`src/design/blm_pkg.sv`:
```
// ----------------------------------------------------------------------------
// blm_pkg: shared types, constants and fixed-point helpers
// Q16.48 saturating arithmetic used by the line minimizer and its units.
// ----------------------------------------------------------------------------
package blm_pkg;

  // Fraction bits of the signed fixed-point format.
  localparam int unsigned FracBits = 48;

  typedef logic signed [63:0] fxp_t;

  localparam fxp_t FxpMax = 64'sh7FFF_FFFF_FFFF_FFFF;
  localparam fxp_t FxpMin = 64'sh8000_0000_0000_0000;

  // Golden-section fraction 0.3819660, rounded to FracBits fraction bits.
  localparam logic [63:0] GoldQ60 = 64'd440376815428658912;
  localparam logic [63:0] GoldRaw = (GoldQ60 + (64'd1 << (59 - FracBits)))
                                    >> (60 - FracBits);
  localparam fxp_t GoldStep = fxp_t'(GoldRaw);

  // Configuration register indexes and reset values.
  localparam logic [1:0] CfgRelTol  = 2'd0;
  localparam logic [1:0] CfgAbsTol  = 2'd1;
  localparam logic [1:0] CfgMaxIter = 2'd2;

  localparam logic [48:0] RelTolReset  = 49'd28147497671;
  localparam logic [32:0] AbsTolReset  = 33'd28147;
  localparam logic [7:0]  MaxIterReset = 8'd100;

  // Field codes.
  localparam logic       CmdStart   = 1'b0;
  localparam logic       CmdValue   = 1'b1;
  localparam logic       KindQuery  = 1'b0;
  localparam logic       KindDone   = 1'b1;
  localparam logic [1:0] StatOk     = 2'd0;
  localparam logic [1:0] StatFail   = 2'd1;
  localparam logic [1:0] StatIdle   = 2'd2;

  typedef enum logic [1:0] {
    PH_IDLE,
    PH_FIRST,
    PH_PROBE
  } phase_e;

  typedef enum logic [4:0] {
    S_IDLE,
    S_DISP,
    S_UPD,
    S_ITER,
    S_TMUL,
    S_TOL2,
    S_TEST,
    S_RMUL,
    S_QMUL,
    S_P1MUL,
    S_P2MUL,
    S_QFIX,
    S_C1MUL,
    S_C2MUL,
    S_C3MUL,
    S_DIV,
    S_ADJ,
    S_GOLD,
    S_GMUL,
    S_PROBE
  } state_e;

  typedef struct packed {
    logic              command;
    logic signed [63:0] bracket_one;
    logic signed [63:0] first_guess;
    logic signed [63:0] bracket_two;
    logic signed [63:0] target_value;
    logic signed [63:0] func_value;
    logic              eval_ok;
  } req_t;

  typedef struct packed {
    logic              kind;
    logic signed [63:0] query_x;
    logic signed [63:0] best_x;
    logic signed [63:0] best_f;
    logic [1:0]        status;
  } rsp_t;

  // Saturating add.
  function automatic fxp_t sat_add(fxp_t a, fxp_t b);
    fxp_t s;
    s = a + b;
    if ((a[63] == b[63]) && (s[63] != a[63])) begin
      return a[63] ? FxpMin : FxpMax;
    end
    return s;
  endfunction

  // Saturating subtract.
  function automatic fxp_t sat_sub(fxp_t a, fxp_t b);
    fxp_t s;
    s = a - b;
    if ((a[63] != b[63]) && (s[63] != a[63])) begin
      return a[63] ? FxpMin : FxpMax;
    end
    return s;
  endfunction

  function automatic fxp_t sat_neg(fxp_t a);
    return (a == FxpMin) ? FxpMax : -a;
  endfunction

  function automatic fxp_t sat_abs(fxp_t a);
    return a[63] ? sat_neg(a) : a;
  endfunction

  function automatic fxp_t half(fxp_t a);
    return a >>> 1;
  endfunction

  // Exact floor of the mean of two values.
  function automatic fxp_t midpoint(fxp_t a, fxp_t b);
    return half(a) + half(b) + fxp_t'({63'd0, a[0] & b[0]});
  endfunction

  // Magnitude of a with the sign of b applied.
  function automatic fxp_t sign_of(fxp_t a, fxp_t b);
    return b[63] ? sat_neg(sat_abs(a)) : sat_abs(a);
  endfunction

  function automatic logic [63:0] mag(fxp_t a);
    return a[63] ? 64'(-a) : 64'(a);
  endfunction

  // Saturated signed value from a magnitude, a sign and an overflow flag.
  function automatic fxp_t signed_mag(logic [63:0] m, logic neg, logic ovf);
    if (neg) begin
      if (ovf || (m > 64'h8000_0000_0000_0000)) begin
        return FxpMin;
      end
      return fxp_t'(-m);
    end
    if (ovf || m[63]) begin
      return FxpMax;
    end
    return fxp_t'(m);
  endfunction

endpackage

```
`src/design/blm_div.sv`:
```
// ----------------------------------------------------------------------------
// blm_div: fixed-point divider
// Restoring division of the scaled magnitude, one quotient bit per cycle.
// ----------------------------------------------------------------------------
module blm_div (
  input  logic                clk_i,
  input  logic                rst_ni,
  input  logic                start_i,
  input  blm_pkg::fxp_t       p_i,
  input  blm_pkg::fxp_t       q_i,
  output logic                done_o,
  output blm_pkg::fxp_t       res_o
);

  logic [127:0] num_q, num_d;
  logic [63:0]  den_q, den_d, rem_q, rem_d, quo_q, quo_d;
  logic         ovf_q, ovf_d, neg_q, neg_d, zero_q, zero_d;
  logic [6:0]   cnt_q, cnt_d;
  logic         busy_q, busy_d, fin_q, fin_d;
  logic [64:0]  rem_sh;

  // Shift in one dividend bit and try to subtract the divisor.
  always_comb begin
    num_d  = num_q;
    den_d  = den_q;
    rem_d  = rem_q;
    quo_d  = quo_q;
    ovf_d  = ovf_q;
    neg_d  = neg_q;
    zero_d = zero_q;
    cnt_d  = cnt_q;
    busy_d = busy_q;
    fin_d  = 1'b0;
    rem_sh = {rem_q, num_q[127]};
    if (start_i) begin
      num_d  = {64'd0, blm_pkg::mag(p_i)} << blm_pkg::FracBits;
      den_d  = blm_pkg::mag(q_i);
      rem_d  = '0;
      quo_d  = '0;
      ovf_d  = 1'b0;
      zero_d = (q_i == '0);
      neg_d  = (q_i == '0) ? p_i[63] : (p_i[63] ^ q_i[63]);
      cnt_d  = '0;
      busy_d = (q_i != '0);
      fin_d  = (q_i == '0);
    end else if (busy_q) begin
      num_d = num_q << 1;
      ovf_d = ovf_q | quo_q[63];
      if (rem_sh >= {1'b0, den_q}) begin
        rem_d = 64'(rem_sh - {1'b0, den_q});
        quo_d = {quo_q[62:0], 1'b1};
      end else begin
        rem_d = rem_sh[63:0];
        quo_d = {quo_q[62:0], 1'b0};
      end
      cnt_d = cnt_q + 7'd1;
      if (cnt_q == 7'd127) begin
        busy_d = 1'b0;
        fin_d  = 1'b1;
      end
    end
  end

  always_ff @(posedge clk_i or negedge rst_ni) begin
    if (!rst_ni) begin
      busy_q <= 1'b0;
      fin_q  <= 1'b0;
      cnt_q  <= '0;
    end else begin
      busy_q <= busy_d;
      fin_q  <= fin_d;
      cnt_q  <= cnt_d;
    end
  end

  always_ff @(posedge clk_i) begin
    num_q  <= num_d;
    den_q  <= den_d;
    rem_q  <= rem_d;
    quo_q  <= quo_d;
    ovf_q  <= ovf_d;
    neg_q  <= neg_d;
    zero_q <= zero_d;
  end

  // A zero divisor saturates toward the dividend's sign.
  assign done_o = fin_q;
  assign res_o  = zero_q ? (neg_q ? blm_pkg::FxpMin : blm_pkg::FxpMax)
                         : blm_pkg::signed_mag(quo_q, neg_q, ovf_q);

endmodule

```
`config.mk`:
```
export PLATFORM = sky130hd
export DESIGN_NAME = blm_div
export DESIGN_NICKNAME = d
export VERILOG_FILES = /design/src/design/blm_pkg.sv /design/src/design/blm_div.sv
export SDC_FILE = /design/constraint.sdc
export NUM_CORES = 1
export LEC_CHECK = 0
export ABC_AREA = 1
export BUFFER_PORTS_ARGS = -buffer_cell sky130_fd_sc_hd__buf_2
export CORE_AREA = 2 2 173 259
export CTS_BUF_LIST = sky130_fd_sc_hd__clkbuf_4
export DETAILED_ROUTE_END_ITERATION = 8
export DIE_AREA = 0 0 175 261
export PLACE_DENSITY_LB_ADDON = 0.15
export REMOVE_ABC_BUFFERS = 1
export SETUP_SLACK_MARGIN = 0.02
export SLEW_MARGIN = 10
export SYNTH_ARGS = -nofsm -noshare
export SYNTH_HDL_FRONTEND = slang
export SYNTH_SLANG_ARGS = --single-unit
```
`constraint.sdc`:
```
create_clock -name clk_i -period 7.7 [get_ports clk_i]
set_input_delay 1.155 -clock clk_i [delete_from_list [all_inputs] [get_ports clk_i]]
set_output_delay 1.155 -clock clk_i [all_outputs]
set_load 0.005 [all_outputs]
```
Yosys cells after proc, flatten, opt, wreduce, memory -nomap -nowiden
Cells that the tools add are included.

Bits in registers: 284. Output and inout bits: 65. Word-level logic and storage cells: 55.

Add/sub/neg operators: 5. $lt $le $gt $ge: 2. Eq/ne operators: 1. Mux-type cells: 28. Bitwise logic cells: 2. Reduce and logical (&&, ||, !) cells: 5.

Operators by type and width (number): $mux W64 (10); $mux W112 (2); $neg A64 Y64 (3); $ge A65 B64 Y1 (1); $gt A64 B64 Y1 const B (1); $logic_not A64 Y1 (1); $reduce_bool A64 Y1 (1); $sub A64 B64 Y64 (1); $mux W63 (1); $mux W7 (2); $mux W1 (13); $add A7 B1 Y7 const B (1); $eq A7 B7 Y1 const B (1); $logic_or A1 B1 Y1 (2); $reduce_bool A2 Y1 (1); $or A1 B1 Y1 (1); $xor A1 B1 Y1 (1).

Depth between registers and ports, before layout
Depth after elaboration: 10. Mapped depth: 19. Mapped depth without buffers: 18.

Least setup slack after synthesis
OpenSTA, ideal clock, no wires.

Path kind: in2reg. Start point: in start_i. End point: reg num_q[100] (enable). Setup time: 0.454 ns. Data arrival time: 3.547 ns. Required time: 7.246 ns. Path slack: 3.699 ns. Cell stages on the path: 4. Buffers on the path: 2. Cells stage by stage: clkbuf_1 nor2_1 inv_2 clkbuf_1.

Cells in the longest elaborated chain, start to end: 1.

Ends and longest elaborated chain: start: declaration (RTL line blm_div.sv:8) `input logic start_i,`; $reduce_bool A2 Y1 (no source line); end signal: assignment (RTL line blm_div.sv:77) `num_q <= num_d;`; end: declaration (RTL line blm_div.sv:15) `logic [127:0] num_q, num_d;`.

No other way between the ends. A chain may end at the register's enable or synchronous reset.

Final worst setup path
Start point: reg quo_q[0]. End point: out res_o[1].

Cells in the longest elaborated chain, start to end: 10. Elaborated cells between the ends (all ways): 11. Those cells by class: add/sub (1); order compare (1); mux (8); reduce/logical (1).

Ends and longest elaborated chain: start: declaration (RTL line blm_div.sv:16) `logic [63:0] den_q, den_d, rem_q, rem_d, quo_q, quo_d;`; start signal: assignment (RTL line blm_div.sv:80) `quo_q <= quo_d;`; $gt A64 B64 Y1 (RTL line blm_pkg.sv:135) `if (ovf || (m > 64'h8000_0000_0000_0000)) begin`; $logic_or A1 B1 Y1 (RTL line blm_pkg.sv:135); $mux W1 (RTL line blm_pkg.sv:135); $mux W1 (RTL line blm_pkg.sv:134) `if (neg) begin`; $mux W64 (*) (RTL line blm_pkg.sv:138) `return fxp_t'(-m);`; $mux W64 (*) (RTL line blm_pkg.sv:134); $mux W64 (RTL line blm_pkg.sv:140) `if (ovf || m[63]) begin`; $mux W64 (RTL line blm_pkg.sv:143) `return fxp_t'(m);`; $mux W64 (*) (RTL line blm_pkg.sv:140); $mux W64 (*) (RTL line blm_div.sv:88) `assign res_o = zero_q ? (neg_q ? blm_pkg::FxpMin : blm_pkg::FxpMax)`; end: declaration (RTL line blm_div.sv:12) `output blm_pkg::fxp_t res_o`.

Every way passes the cells marked *; elsewhere a longest branch is shown, timed or not. The select of a mux whose other input is x is not followed.

==> results.toml <==
[run_status]
status = "finished, violations left"
violations = "DRC"

[critical_path]
cp.required_ps = 6550
critical_path.top_delay_family = "simple AND/OR/NAND/NOR gates"
crit_top_cell = "nand2_1"
critPathSlowestCell = "nand4_2"
crit_arrival_ps = 3970
cp-end-kind = "output port"
path_max_fanout = 39
crit_chain = "inv_1, ha_1, nand2_1, nor2_2, inv_2, nor2_4, nand2_2, nor2_2, nand2_1, nand2_2, nand4_2, inv_1, nand2_1, o21ai_0, buf_2"
crit_type = "reg -> out"
cp_slowest_stage_delay_ps = 860
crit_cells = 15
r2r_cells = 16
critPathLaunchType = "flip-flop"
path_buf_inv = 4

[clock_tree]
numCtsBuffers = 78
cts_buffer_depth = 3
cts.sinks = 284
cts_setup_buffers = 0
clock_latency_ps = 850
cts_tree = "yes"
path_clk_slew_ps = 80
ctsHoldBuffers = 0
clock_tree.root_cell = "clkbuf_4"
clock_tree.htree_level_count = 3
postCtsResizedCells = 0

[global_routing]
grt_max_degree = 93
grt_pass1_vias = 24300
grt_pass1_wl_mm = 130
grt_use_total_pct = 37.0
grt_overflow = 0
antenna_found_initial = 6

[placement]
io_buffers = 195
gp_congestion = 1.04
dp_hpwl_mm = 66.9
place_area_um2 = 24900

[logic_synthesis]
synth_edf_count = 130
synth-main-ff-cell = "dfxtp_1"
ys_types = 53
synthMostInstantiatedCell = "nand2_1"
synth_top_area_share_pct = 19.1
synth_seq_cells = 284
synth_commonest_cells = "nand2_1, inv_1, nor2_1"
avgSynthCellArea_um2 = 6.23
synth_cells = 3781
yosys-top-cells-area = "nand2_1, edfxtp_1, dfxtp_1"
seq_area_frac_synth_pct = 29.8
synth.largest_area_cell = "nand2_1"
yosysWarnings = 0
syn_area_um2 = 23600
ys_async_sr_fraction_pct = 3.17

[final_layout]
area_delta_synth_final_pct = 9.99
drive_gt1_share_pct = 10.2
stdcell_area_um2 = 25900
finalNetCount = 4162

[floorplanning]
fp-row-count = 94
start_util_pct = 54.0
core_region_area_um2 = 43600
dieArea_um2 = 45700
die_w_um = 175
io-pin-count = 196
die_h_um = 261

[detailed_routing]
vias = 24800
drt-vias-per-instance = 5.39
drtIter0Drc = 1773
route.final.wire_length_mm = 85.1
drtPass1Iterations = 9
final_antenna_net_count = 0
drc = 3
detail_route.wl_per_cell_um = 18.5

[timing]
slew_headroom_pct = 23.6
rsz0062_at_grt = "no"
slew_violations = 0
hold_violations = 0
fin_worst_skew_ps = 55.2
worstMarginPinSlew_ps = 1140
min_period_ps = 5120
max_freq_ghz = 0.195
finalSetupTns_ps = 0
fin_crit_sh_pct = 66.5
setup_viol = 0

[power]
vdd_drop_max_mv = 0.125
p_leak_nw = 13.2
power_density_nw_per_um2 = 146

[hold_path]
hold_path.class = "in -> async"

[run]
maxCapViolations = 0
==> cell usage in the layout, fill, tap and decap left out, types with 39 or more instances in the layout <==
cell type	synthesis	layout
a21oi_1	59	59
buf_2	8	194
clkbuf_4	0	116
dfxtp_1	145	145
edfxtp_1	130	130
ha_1	68	68
inv_1	613	612
nand2_1	1200	1200
nand3_1	262	262
nand3b_1	39	39
nand4_1	71	71
nor2_1	388	387
nor3_1	106	106
o21ai_0	117	117
o22ai_1	111	111
xnor2_1	47	47
xor2_1	136	136
==> layer usage <==
metal	wire (µm)	track usage, %
met3	3990	5.14
met1	29800	36.0
met2	42700	67.6
met4	8580	33.9
met5	23	0
==> final cells by class <==
type,count,area (µm²)
well taps,576,721
clock buffers,116,871
inverters,629,2370
flip-flops and latches,284,7030
repair buffers,208,1080
fillers,4604,17700
clock inverters,29,151
diodes,7,17.5
multi-input cells,2761,13700
==> cells by family after synthesis <==
family / after synthesis / synth area share [%]
DFF: 284 / 29.8
xor gates and xnor gates: 183 / 6.80
adders and majority gates: 69 / 3.69
buffers and inverters: 736 / 12.1
and+or+nand+nor: 2143 / 38.6
AOI/OAI and AO/OA: 366 / 8.94
==> final timing paths <==
path / from / end / slack [ps]
hold reg to reg: num_q[114]$_SDFFE_PP0P_ / num_q[115]$_SDFFE_PP0P_ / 440
min in group clk_i: num_q[114]$_SDFFE_PP0P_ / num_q[115]$_SDFFE_PP0P_ / 440
setup reg to reg: den_q[43]$_DFFE_PP_ / rem_q[50]$_SDFFE_PP0P_ / 4230
max in group asynchronous: rst_ni / cnt_q[4]$_DFFE_PN0P_ / 7300
setup / recovery: quo_q[0]$_SDFFE_PP0P_ / res_o[1] / 2580
hold / removal: rst_ni / busy_q$_DFF_PN0_ / 190
==> flip-flops by register name (all words and copies together), names as in the netlist <==
name and count:
busy_q 1, done_o 1, quo_q 64, cnt_q 7
ovf_q 1, den_q 64, rem_q 64, neg_q 1
num_q 80, zero_q 1
==> stage by stage <==
stage | setup WS [ps] | power [mW] | utilization [%] | hold slack, ps | cells
after floorplan | 3370 | 2.09 | - | 422 | 3674
after global routing | 2280 | 3.95 | 59.4 | 180 | 4610
after global placement | 3600 | 2.34 | 57.0 | 459 | 4458
after CTS | 2550 | 3.80 | 59.4 | 135 | 4603
after detailed placement | 3460 | 2.35 | 57.0 | 459 | 4458
final | 2580 | 3.78 | 59.4 | 193 | 4610
==> where the power goes <==
group          total, mW  switching (mW)  internal (mW)
clock               1.46           0.731          0.729
sequential          1.71          0.0315           1.68
combinational      0.615           0.417          0.198
total               3.78            1.18           2.60
Note: power is estimated with default switching activity, not from simulation.
