## config.mk

```make
export PLATFORM = sky130hd
export DESIGN_NAME = blm_mul
export DESIGN_NICKNAME = d
export VERILOG_FILES = /design/src/design/blm_pkg.sv /design/src/design/blm_mul.sv
export SDC_FILE = /design/constraint.sdc
export NUM_CORES = 2
export LEC_CHECK = 0
export BUFFER_PORTS_ARGS = -buffer_cell sky130_fd_sc_hd__buf_2
export CAP_MARGIN = 25
export CORE_MARGIN = 2
export CORE_UTILIZATION = 60
export CTS_BUF_LIST = sky130_fd_sc_hd__clkbuf_2
export DETAILED_ROUTE_END_ITERATION = 12
export GPL_TIMING_DRIVEN = 1
export HOLD_SLACK_MARGIN = 0.03
export PLACE_DENSITY_LB_ADDON = 0.05
export SETUP_SLACK_MARGIN = 0.05
export SLEW_MARGIN = 20
export SYNTH_ARGS = -nofsm -noshare
export SYNTH_HDL_FRONTEND = slang
export SYNTH_SLANG_ARGS = --single-unit
```

## constraint.sdc

```tcl
create_clock -name clk_i -period 13.9 [get_ports clk_i]
set_input_delay 2.085 -clock clk_i [delete_from_list [all_inputs] [get_ports clk_i]]
set_output_delay 2.085 -clock clk_i [all_outputs]
set_load 0.03 [all_outputs]
```

## src/design/blm_pkg.sv

```systemverilog
// ----------------------------------------------------------------------------
// blm_pkg: shared types, constants and fixed-point helpers
// Q16.48 saturating arithmetic used by the line minimizer and its units.
// ----------------------------------------------------------------------------
package blm_pkg;

  // Fraction bits of the signed fixed-point format.
  localparam int unsigned FracBits = 48;

  typedef logic signed [63:0] fxp_t;

  localparam fxp_t FxpMax = 64'sh7FFF_FFFF_FFFF_FFFF;
  localparam fxp_t FxpMin = 64'sh8000_0000_0000_0000;

  // Golden-section fraction 0.3819660, rounded to FracBits fraction bits.
  localparam logic [63:0] GoldQ60 = 64'd440376815428658912;
  localparam logic [63:0] GoldRaw = (GoldQ60 + (64'd1 << (59 - FracBits)))
                                    >> (60 - FracBits);
  localparam fxp_t GoldStep = fxp_t'(GoldRaw);

  // Configuration register indexes and reset values.
  localparam logic [1:0] CfgRelTol  = 2'd0;
  localparam logic [1:0] CfgAbsTol  = 2'd1;
  localparam logic [1:0] CfgMaxIter = 2'd2;

  localparam logic [48:0] RelTolReset  = 49'd28147497671;
  localparam logic [32:0] AbsTolReset  = 33'd28147;
  localparam logic [7:0]  MaxIterReset = 8'd100;

  // Field codes.
  localparam logic       CmdStart   = 1'b0;
  localparam logic       CmdValue   = 1'b1;
  localparam logic       KindQuery  = 1'b0;
  localparam logic       KindDone   = 1'b1;
  localparam logic [1:0] StatOk     = 2'd0;
  localparam logic [1:0] StatFail   = 2'd1;
  localparam logic [1:0] StatIdle   = 2'd2;

  typedef enum logic [1:0] {
    PH_IDLE,
    PH_FIRST,
    PH_PROBE
  } phase_e;

  typedef enum logic [4:0] {
    S_IDLE,
    S_DISP,
    S_UPD,
    S_ITER,
    S_TMUL,
    S_TOL2,
    S_TEST,
    S_RMUL,
    S_QMUL,
    S_P1MUL,
    S_P2MUL,
    S_QFIX,
    S_C1MUL,
    S_C2MUL,
    S_C3MUL,
    S_DIV,
    S_ADJ,
    S_GOLD,
    S_GMUL,
    S_PROBE
  } state_e;

  typedef struct packed {
    logic              command;
    logic signed [63:0] bracket_one;
    logic signed [63:0] first_guess;
    logic signed [63:0] bracket_two;
    logic signed [63:0] target_value;
    logic signed [63:0] func_value;
    logic              eval_ok;
  } req_t;

  typedef struct packed {
    logic              kind;
    logic signed [63:0] query_x;
    logic signed [63:0] best_x;
    logic signed [63:0] best_f;
    logic [1:0]        status;
  } rsp_t;

  // Saturating add.
  function automatic fxp_t sat_add(fxp_t a, fxp_t b);
    fxp_t s;
    s = a + b;
    if ((a[63] == b[63]) && (s[63] != a[63])) begin
      return a[63] ? FxpMin : FxpMax;
    end
    return s;
  endfunction

  // Saturating subtract.
  function automatic fxp_t sat_sub(fxp_t a, fxp_t b);
    fxp_t s;
    s = a - b;
    if ((a[63] != b[63]) && (s[63] != a[63])) begin
      return a[63] ? FxpMin : FxpMax;
    end
    return s;
  endfunction

  function automatic fxp_t sat_neg(fxp_t a);
    return (a == FxpMin) ? FxpMax : -a;
  endfunction

  function automatic fxp_t sat_abs(fxp_t a);
    return a[63] ? sat_neg(a) : a;
  endfunction

  function automatic fxp_t half(fxp_t a);
    return a >>> 1;
  endfunction

  // Exact floor of the mean of two values.
  function automatic fxp_t midpoint(fxp_t a, fxp_t b);
    return half(a) + half(b) + fxp_t'({63'd0, a[0] & b[0]});
  endfunction

  // Magnitude of a with the sign of b applied.
  function automatic fxp_t sign_of(fxp_t a, fxp_t b);
    return b[63] ? sat_neg(sat_abs(a)) : sat_abs(a);
  endfunction

  function automatic logic [63:0] mag(fxp_t a);
    return a[63] ? 64'(-a) : 64'(a);
  endfunction

  // Saturated signed value from a magnitude, a sign and an overflow flag.
  function automatic fxp_t signed_mag(logic [63:0] m, logic neg, logic ovf);
    if (neg) begin
      if (ovf || (m > 64'h8000_0000_0000_0000)) begin
        return FxpMin;
      end
      return fxp_t'(-m);
    end
    if (ovf || m[63]) begin
      return FxpMax;
    end
    return fxp_t'(m);
  endfunction

endpackage

```

## src/design/blm_mul.sv

```systemverilog
// ----------------------------------------------------------------------------
// blm_mul: shared fixed-point multiplier
// Forms the 128-bit magnitude product from four 32x32 partial products, one
// per cycle, then scales and saturates it.
// ----------------------------------------------------------------------------
module blm_mul (
  input  logic                clk_i,
  input  logic                rst_ni,
  input  logic                start_i,
  input  blm_pkg::fxp_t       a_i,
  input  blm_pkg::fxp_t       b_i,
  output logic                done_o,
  output blm_pkg::fxp_t       res_o
);

  logic [63:0]  ua_q, ua_d, ub_q, ub_d;
  logic         neg_q, neg_d;
  logic [127:0] acc_q, acc_d;
  logic [1:0]   cnt_q, cnt_d;
  logic         busy_q, busy_d, fin_q, fin_d;

  logic [31:0]  a_part, b_part;
  logic [63:0]  prod;
  logic [127:0] prod_sh;

  // One partial product per cycle, selected by the pass counter.
  always_comb begin
    a_part = cnt_q[0] ? ua_q[63:32] : ua_q[31:0];
    b_part = cnt_q[1] ? ub_q[63:32] : ub_q[31:0];
    prod   = {32'd0, a_part} * {32'd0, b_part};
    unique case ({1'b0, cnt_q[0]} + {1'b0, cnt_q[1]})
      2'd0:    prod_sh = {64'd0, prod};
      2'd1:    prod_sh = {32'd0, prod, 32'd0};
      default: prod_sh = {prod, 64'd0};
    endcase
  end

  // Pass sequencing.
  always_comb begin
    ua_d   = ua_q;
    ub_d   = ub_q;
    neg_d  = neg_q;
    acc_d  = acc_q;
    cnt_d  = cnt_q;
    busy_d = busy_q;
    fin_d  = 1'b0;
    if (start_i) begin
      ua_d   = blm_pkg::mag(a_i);
      ub_d   = blm_pkg::mag(b_i);
      neg_d  = a_i[63] ^ b_i[63];
      acc_d  = '0;
      cnt_d  = '0;
      busy_d = 1'b1;
    end else if (busy_q) begin
      acc_d = acc_q + prod_sh;
      cnt_d = cnt_q + 2'd1;
      if (cnt_q == 2'd3) begin
        busy_d = 1'b0;
        fin_d  = 1'b1;
      end
    end
  end

  always_ff @(posedge clk_i or negedge rst_ni) begin
    if (!rst_ni) begin
      busy_q <= 1'b0;
      fin_q  <= 1'b0;
      cnt_q  <= '0;
    end else begin
      busy_q <= busy_d;
      fin_q  <= fin_d;
      cnt_q  <= cnt_d;
    end
  end

  always_ff @(posedge clk_i) begin
    ua_q  <= ua_d;
    ub_q  <= ub_d;
    neg_q <= neg_d;
    acc_q <= acc_d;
  end

  // Scale by the fraction width and saturate.
  assign done_o = fin_q;
  assign res_o  = blm_pkg::signed_mag(acc_q[blm_pkg::FracBits +: 64], neg_q,
                                      |acc_q[127:blm_pkg::FracBits + 64]);

endmodule

```

# ---- After elaboration in Yosys (flattened, before gate mapping)
# Index checks and enable logic that the tools add are counted.
dict set report totals {
  regBits 261
  output_inout_bits 65
}
dict set report classes {
  add_sub_neg 6
  multipliers 1
  n_lt_le_gt_ge 1
  n_eq_ne 2
  muxes 24
  n_bitwise 1
  n_reduce_logical 5
}
# op n
set ops {}
lappend ops {{$mux 64} 6}
lappend ops {{$pmux 128 s2} 1}
lappend ops {{$neg 64->64} 3}
lappend ops {{$add 128x128->128} 1}
lappend ops {{$mux 63} 2}
lappend ops {{$gt 64x64->1 const B} 1}
lappend ops {{$mul 32x32->64} 1}
lappend ops {{$mux 32} 2}
lappend ops {{$reduce_or 16->1} 1}
lappend ops {{$mux 1} 11}
lappend ops {{$mux 2} 2}
lappend ops {{$add 1x1->2} 1}
lappend ops {{$add 2x1->2 const B} 1}
lappend ops {{$eq 2x1->1 const B} 1}
lappend ops {{$eq 2x2->1 const B} 1}
lappend ops {{$logic_not 2->1} 1}
lappend ops {{$logic_or 1x1->1} 2}
lappend ops {{$reduce_bool 2->1} 1}
lappend ops {{$xor 1x1->1} 1}

# ---- Logic depth before layout (Yosys ltp)
dict set report depth {
  ltp_word 9
  depth_mapped 46
}

# ---- Worst setup path before layout
# OpenSTA, ideal clock, no wires.
dict set report synth_path {
  path_kind {register to register}
  startpoint {reg cnt_q[0]}
  endpoint {reg acc_q[118]}
  arrival_ns 11.360
  t_required_ns 13.783
  setup_slack_ns 2.422
  stages_incl_launch_ff 45
  path_buffers 6
  period_less_slack_ns 11.478
  path_cell_list {dfrtp_1 > clkbuf_1 > clkbuf_1 > buf_1 > mux2i_1 > clkbuf_1 > nor2_1 > fa_1 > inv_1 > fa_1 > fa_1 > fa_1 > inv_1 > fa_1 > inv_1 > fa_1 > inv_1 > fa_1 > [... 9 more ...] > o21bai_1 > a21oi_1 > o21ai_0 > xnor2_1 > a22o_1 > ha_1 > clkbuf_1 > nand2_1 > nor2_1 > nand2_1 > or4_1 > nor3b_1 > o21ai_0 > o221ai_1 > o211ai_1 > a21oi_1 > o21ai_0 > a32o_1}
}
dict set report synth_via {
  elab_chain_len 4
  elab_cells_between_ends 7
  classes_between {2 x add/sub; 1 x mul; 1 x eq/ne; 2 x mux; 1 x reduce/logical}
}
# element line
set synth_rtl {}
lappend synth_rtl {{from (decl)} blm_mul.sv:19} ;# logic [1:0] cnt_q, cnt_d;
lappend synth_rtl {{from (signal assigned)} blm_mul.sv:72} ;# cnt_q <= cnt_d;
lappend synth_rtl {{$mux 32 or $add 1x1->2 (tied branches)} {blm_mul.sv:28, blm_mul.sv:31}}
lappend synth_rtl {{$mul 32x32->64, or another cell as far along} blm_mul.sv:30} ;# prod = {32'd0, a_part} * {32'd0, b_part};
lappend synth_rtl {{$pmux 128 s2 (*)} blm_mul.sv:31} ;# unique case ({1'b0, cnt_q[0]} + {1'b0, cnt_q[1]})
lappend synth_rtl {{$add 128x128->128 (*)} blm_mul.sv:55} ;# acc_d = acc_q + prod_sh;
lappend synth_rtl {{to (signal assigned)} blm_mul.sv:80} ;# acc_q <= acc_d;
lappend synth_rtl {{to (decl)} blm_mul.sv:18} ;# logic [127:0] acc_q, acc_d;
# Every way passes the cells marked *; elsewhere a longest branch is shown, timed or not.
# A chain may end at the register's enable or synchronous reset.

# ---- Final worst setup path
dict set report layout_path {
  startpoint {reg cnt_q[1]}
  endpoint {reg acc_q[120]}
}
dict set report layout_via {
  elab_chain_len 4
  elab_cells_between_ends 7
  classes_between {2 x add/sub; 1 x mul; 1 x eq/ne; 2 x mux; 1 x reduce/logical}
}
# element line
set layout_rtl {}
lappend layout_rtl {{$mux 32 or $add 1x1->2 (tied branches)} {blm_mul.sv:29, blm_mul.sv:31}}
lappend layout_rtl {{$mul 32x32->64, or another cell as far along} blm_mul.sv:30}
lappend layout_rtl {{$pmux 128 s2 (*)} blm_mul.sv:31}
lappend layout_rtl {{$add 128x128->128 (*)} blm_mul.sv:55}
# Marked as above.

==> reports/summary.txt <==
Congestion Overflow GR: 0
crit path time final: 13.60 ns
Post-Syn Instances: 6,581
Die W: 308 um
clk_skew: 0.162 ns
slowest stage delay, CP: 0.72 ns
WL/cell: 25.3 um
detailed-route DRC error count: 0
Final period util: 0.978
vias in the first global route: 49.6k
Post-synth EDFFs: 129
startpoint types: register
synth-to-layout area growth: 7.28%
crit path from: cnt_q[1]
Vias: 50.7k
CP most frequent cell: fa_1
synthesized flop and latch total: 261
Synth Warn #: 0
CTS Buffer Depth: 3
dominant cell by count in the synthesized netlist: inv_1
synth unique cells: 91
1st-pass router iterations: 8
ys flop type: edfxtp_1
TNS Setup: 0 ns
vias per cell: 6.35
clock sinks: 261
Initial Utilization: 0.605
Critical Path Sink Type: register
clock latency on the worst-skew pair: 1.35 ns
RSZ-0062 raised after global routing: false
Pins Over Slew Limit: 0
Async S/R FF share, synth: 0.0153
MaxCap Viol Count: 0
top cells by area, synth: fa_1, ha_1, edfxtp_1
Post-synth top cells: inv_1, fa_1, nor2_1
post-synth top area share: 0.324
hpwl dp: 166,000 um
hold path startpoint: acc_q[47]
row count: 111
reg2reg start: cnt_q[1]
Hold WC Path Type: register to register
critical path class: register to register
Worst-Margin Slew: 1.14 ns
crit path DAT: 14.66 ns
share of cells above drive strength 1: 0.105
gpl congestion: 1.03
Worst EP required: 14.97 ns
CTS tree: built
H-tree levels: 3
fin nets: 8,159
PortBufs: 195
final setup vio count: 0
register area share after synthesis: 0.118
initial antenna violation count: 10
GRT Overall Usage: 0.427
IO Pins: 196
syn_nets: 8,004
cell taking the most area after synthesis: fa_1
crit-path max FO: 16
syn avg cell area: 8.42 um2
Core Area: 0.0917 mm2
DRT Wirelength: 202,000 um
die outline area: 0.0948 mm2
maximum clock frequency: 73.6 MHz
Slowest-stage cell, CP: dfrtp_4
CTS clk-pin slew, worst paths: 0.13 ns
final hold vios: 0
first-pass GRT wire length: 302,000 um
CTS buffer count: 81
status: finished clean
Rel. slew slack: 0.235
Root Buffer: clkbuf_2
initial DRC count: 5,654
largest net degree at the start of global routing: 84
mapped cell area: 0.0554 mm2
DRT antenna net count: 0
Die Y: 308 um
==> final cells by class <==
| type | instances | area (um2) |
|---|---|---|
| well taps | 1186 | 1480 |
| fillers | 7929 | 32200 |
| diodes | 9 | 22.5 |
| clock buffers | 118 | 591 |
| multi-input cells | 5052 | 44400 |
| flip-flops and latches | 261 | 6550 |
| inverters | 929 | 3490 |
| clock inverters | 30 | 204 |
| repair buffers | 411 | 2730 |
==> path summary, 6_finish.rpt <==
path	to	slack, ns	cells past startpoint
max	acc_q[120]	0.30	38
min	acc_q[47]	0.48	2
max reg2reg	acc_q[120]	0.30	38
min reg2reg	acc_q[47]	0.48	2
max in group asynchronous	done_o	13.03	1
min in group asynchronous	cnt_q[0]	0.58	1
==> logic make-up (layout without fill, tap and decap cells) <==
| kind of cell | Yosys count | after routing | synth area share |
|---|---|---|---|
| AND/OR/NAND/NOR | 2135 | 2135 | 0.170 |
| adder cells (fa/ha/maj) | 1292 | 1292 | 0.413 |
| buffers and inverters | 1268 | 1488 | 0.0861 |
| AO/OA/AOI/OAI | 1154 | 1154 | 0.133 |
| XOR/XNOR | 290 | 290 | 0.0458 |
| flip-flops | 261 | 261 | 0.118 |
| multiplexers | 181 | 181 | 0.0341 |
| other | 0 | 9 | 0 |
==> stage by stage <==
stage | setup slack [ns] | hold slack, ns | instances | utilization | cell area [um2]
after floorplan | 2.42 | 0.432 | 6581 | - | 55400
final | 0.304 | 0.475 | 7996 | 0.649 | 59400
after global placement | 0.545 | 0.444 | 7832 | 0.638 | 58500
after CTS | 0.200 | 0.472 | 7980 | 0.647 | 59300
after detailed placement | 0.336 | 0.453 | 7832 | 0.638 | 58500
after global routing | 0.0386 | 0.508 | 7993 | 0.648 | 59400
==> worst max-delay path, delay by kind of cell, from the launching register on <==
kind | cells | cell delay (ns)
AOI/OAI and AO/OA | 11 | 3.15
xor gates and xnor gates | 1 | 0.17
adders and majority gates | 10 | 4.73
buffers and inverters | 6 | 1.23
DFF | 1 | 0.72
muxes | 2 | 0.77
and+or+nand+nor | 8 | 2.45
==> metal layers <==
metal / share of wire / vias to the layer above / wire length [um] / GRT usage
li1: - / 21939 / - / -
met1: 0.40 / 25084 / 81000 / 0.594
met2: 0.42 / 3064 / 85400 / 0.622
met3: 0.12 / 641 / 24900 / 0.115
met4: 0.054 / 8 / 10900 / 0.201
met5: 0.00027 / - / 55 / 0
==> registers in the layout, indices dropped and copies added, names as in the netlist <==
| name | count |
|---|---|
| acc_q | 128 |
| busy_q | 1 |
| cnt_q | 2 |
| done_o | 1 |
| neg_q | 1 |
| ua_q | 64 |
| ub_q | 64 |
==> timing repair <==
action | 4_1_cts | 5_1_grt
setup endpoints to repair | 0 | 20
hold endpoints to repair | 0 | 0
setup buffers | 0 | 4
gates resized for setup | 0 | 3
hold buffers | 0 | 0
==> cells in the final DEF (no fill, tap or decap), drive strengths merged, types with 41 or more instances in the layout <==
cell / netlist / final
edfxtp: 129 / 129
dfxtp: 128 / 128
nand2b: 46 / 46
nand3: 43 / 43
a21oi: 319 / 319
and2: 45 / 45
nor2: 844 / 844
o21ai: 316 / 316
nand4: 90 / 90
xnor2: 225 / 225
o21bai: 51 / 51
fa: 897 / 897
buf: 22 / 410
or4: 41 / 41
inv: 928 / 930
mux2: 62 / 62
nor3: 79 / 79
ha: 395 / 395
or3: 56 / 56
xor2: 65 / 65
nand2: 756 / 756
clkbuf: 317 / 119
mux2i: 119 / 119
a21o: 113 / 113
o31ai: 61 / 61
Power is not shown: default switching activity piles up to over one toggle a cycle in this logic, so the estimate is an artifact.
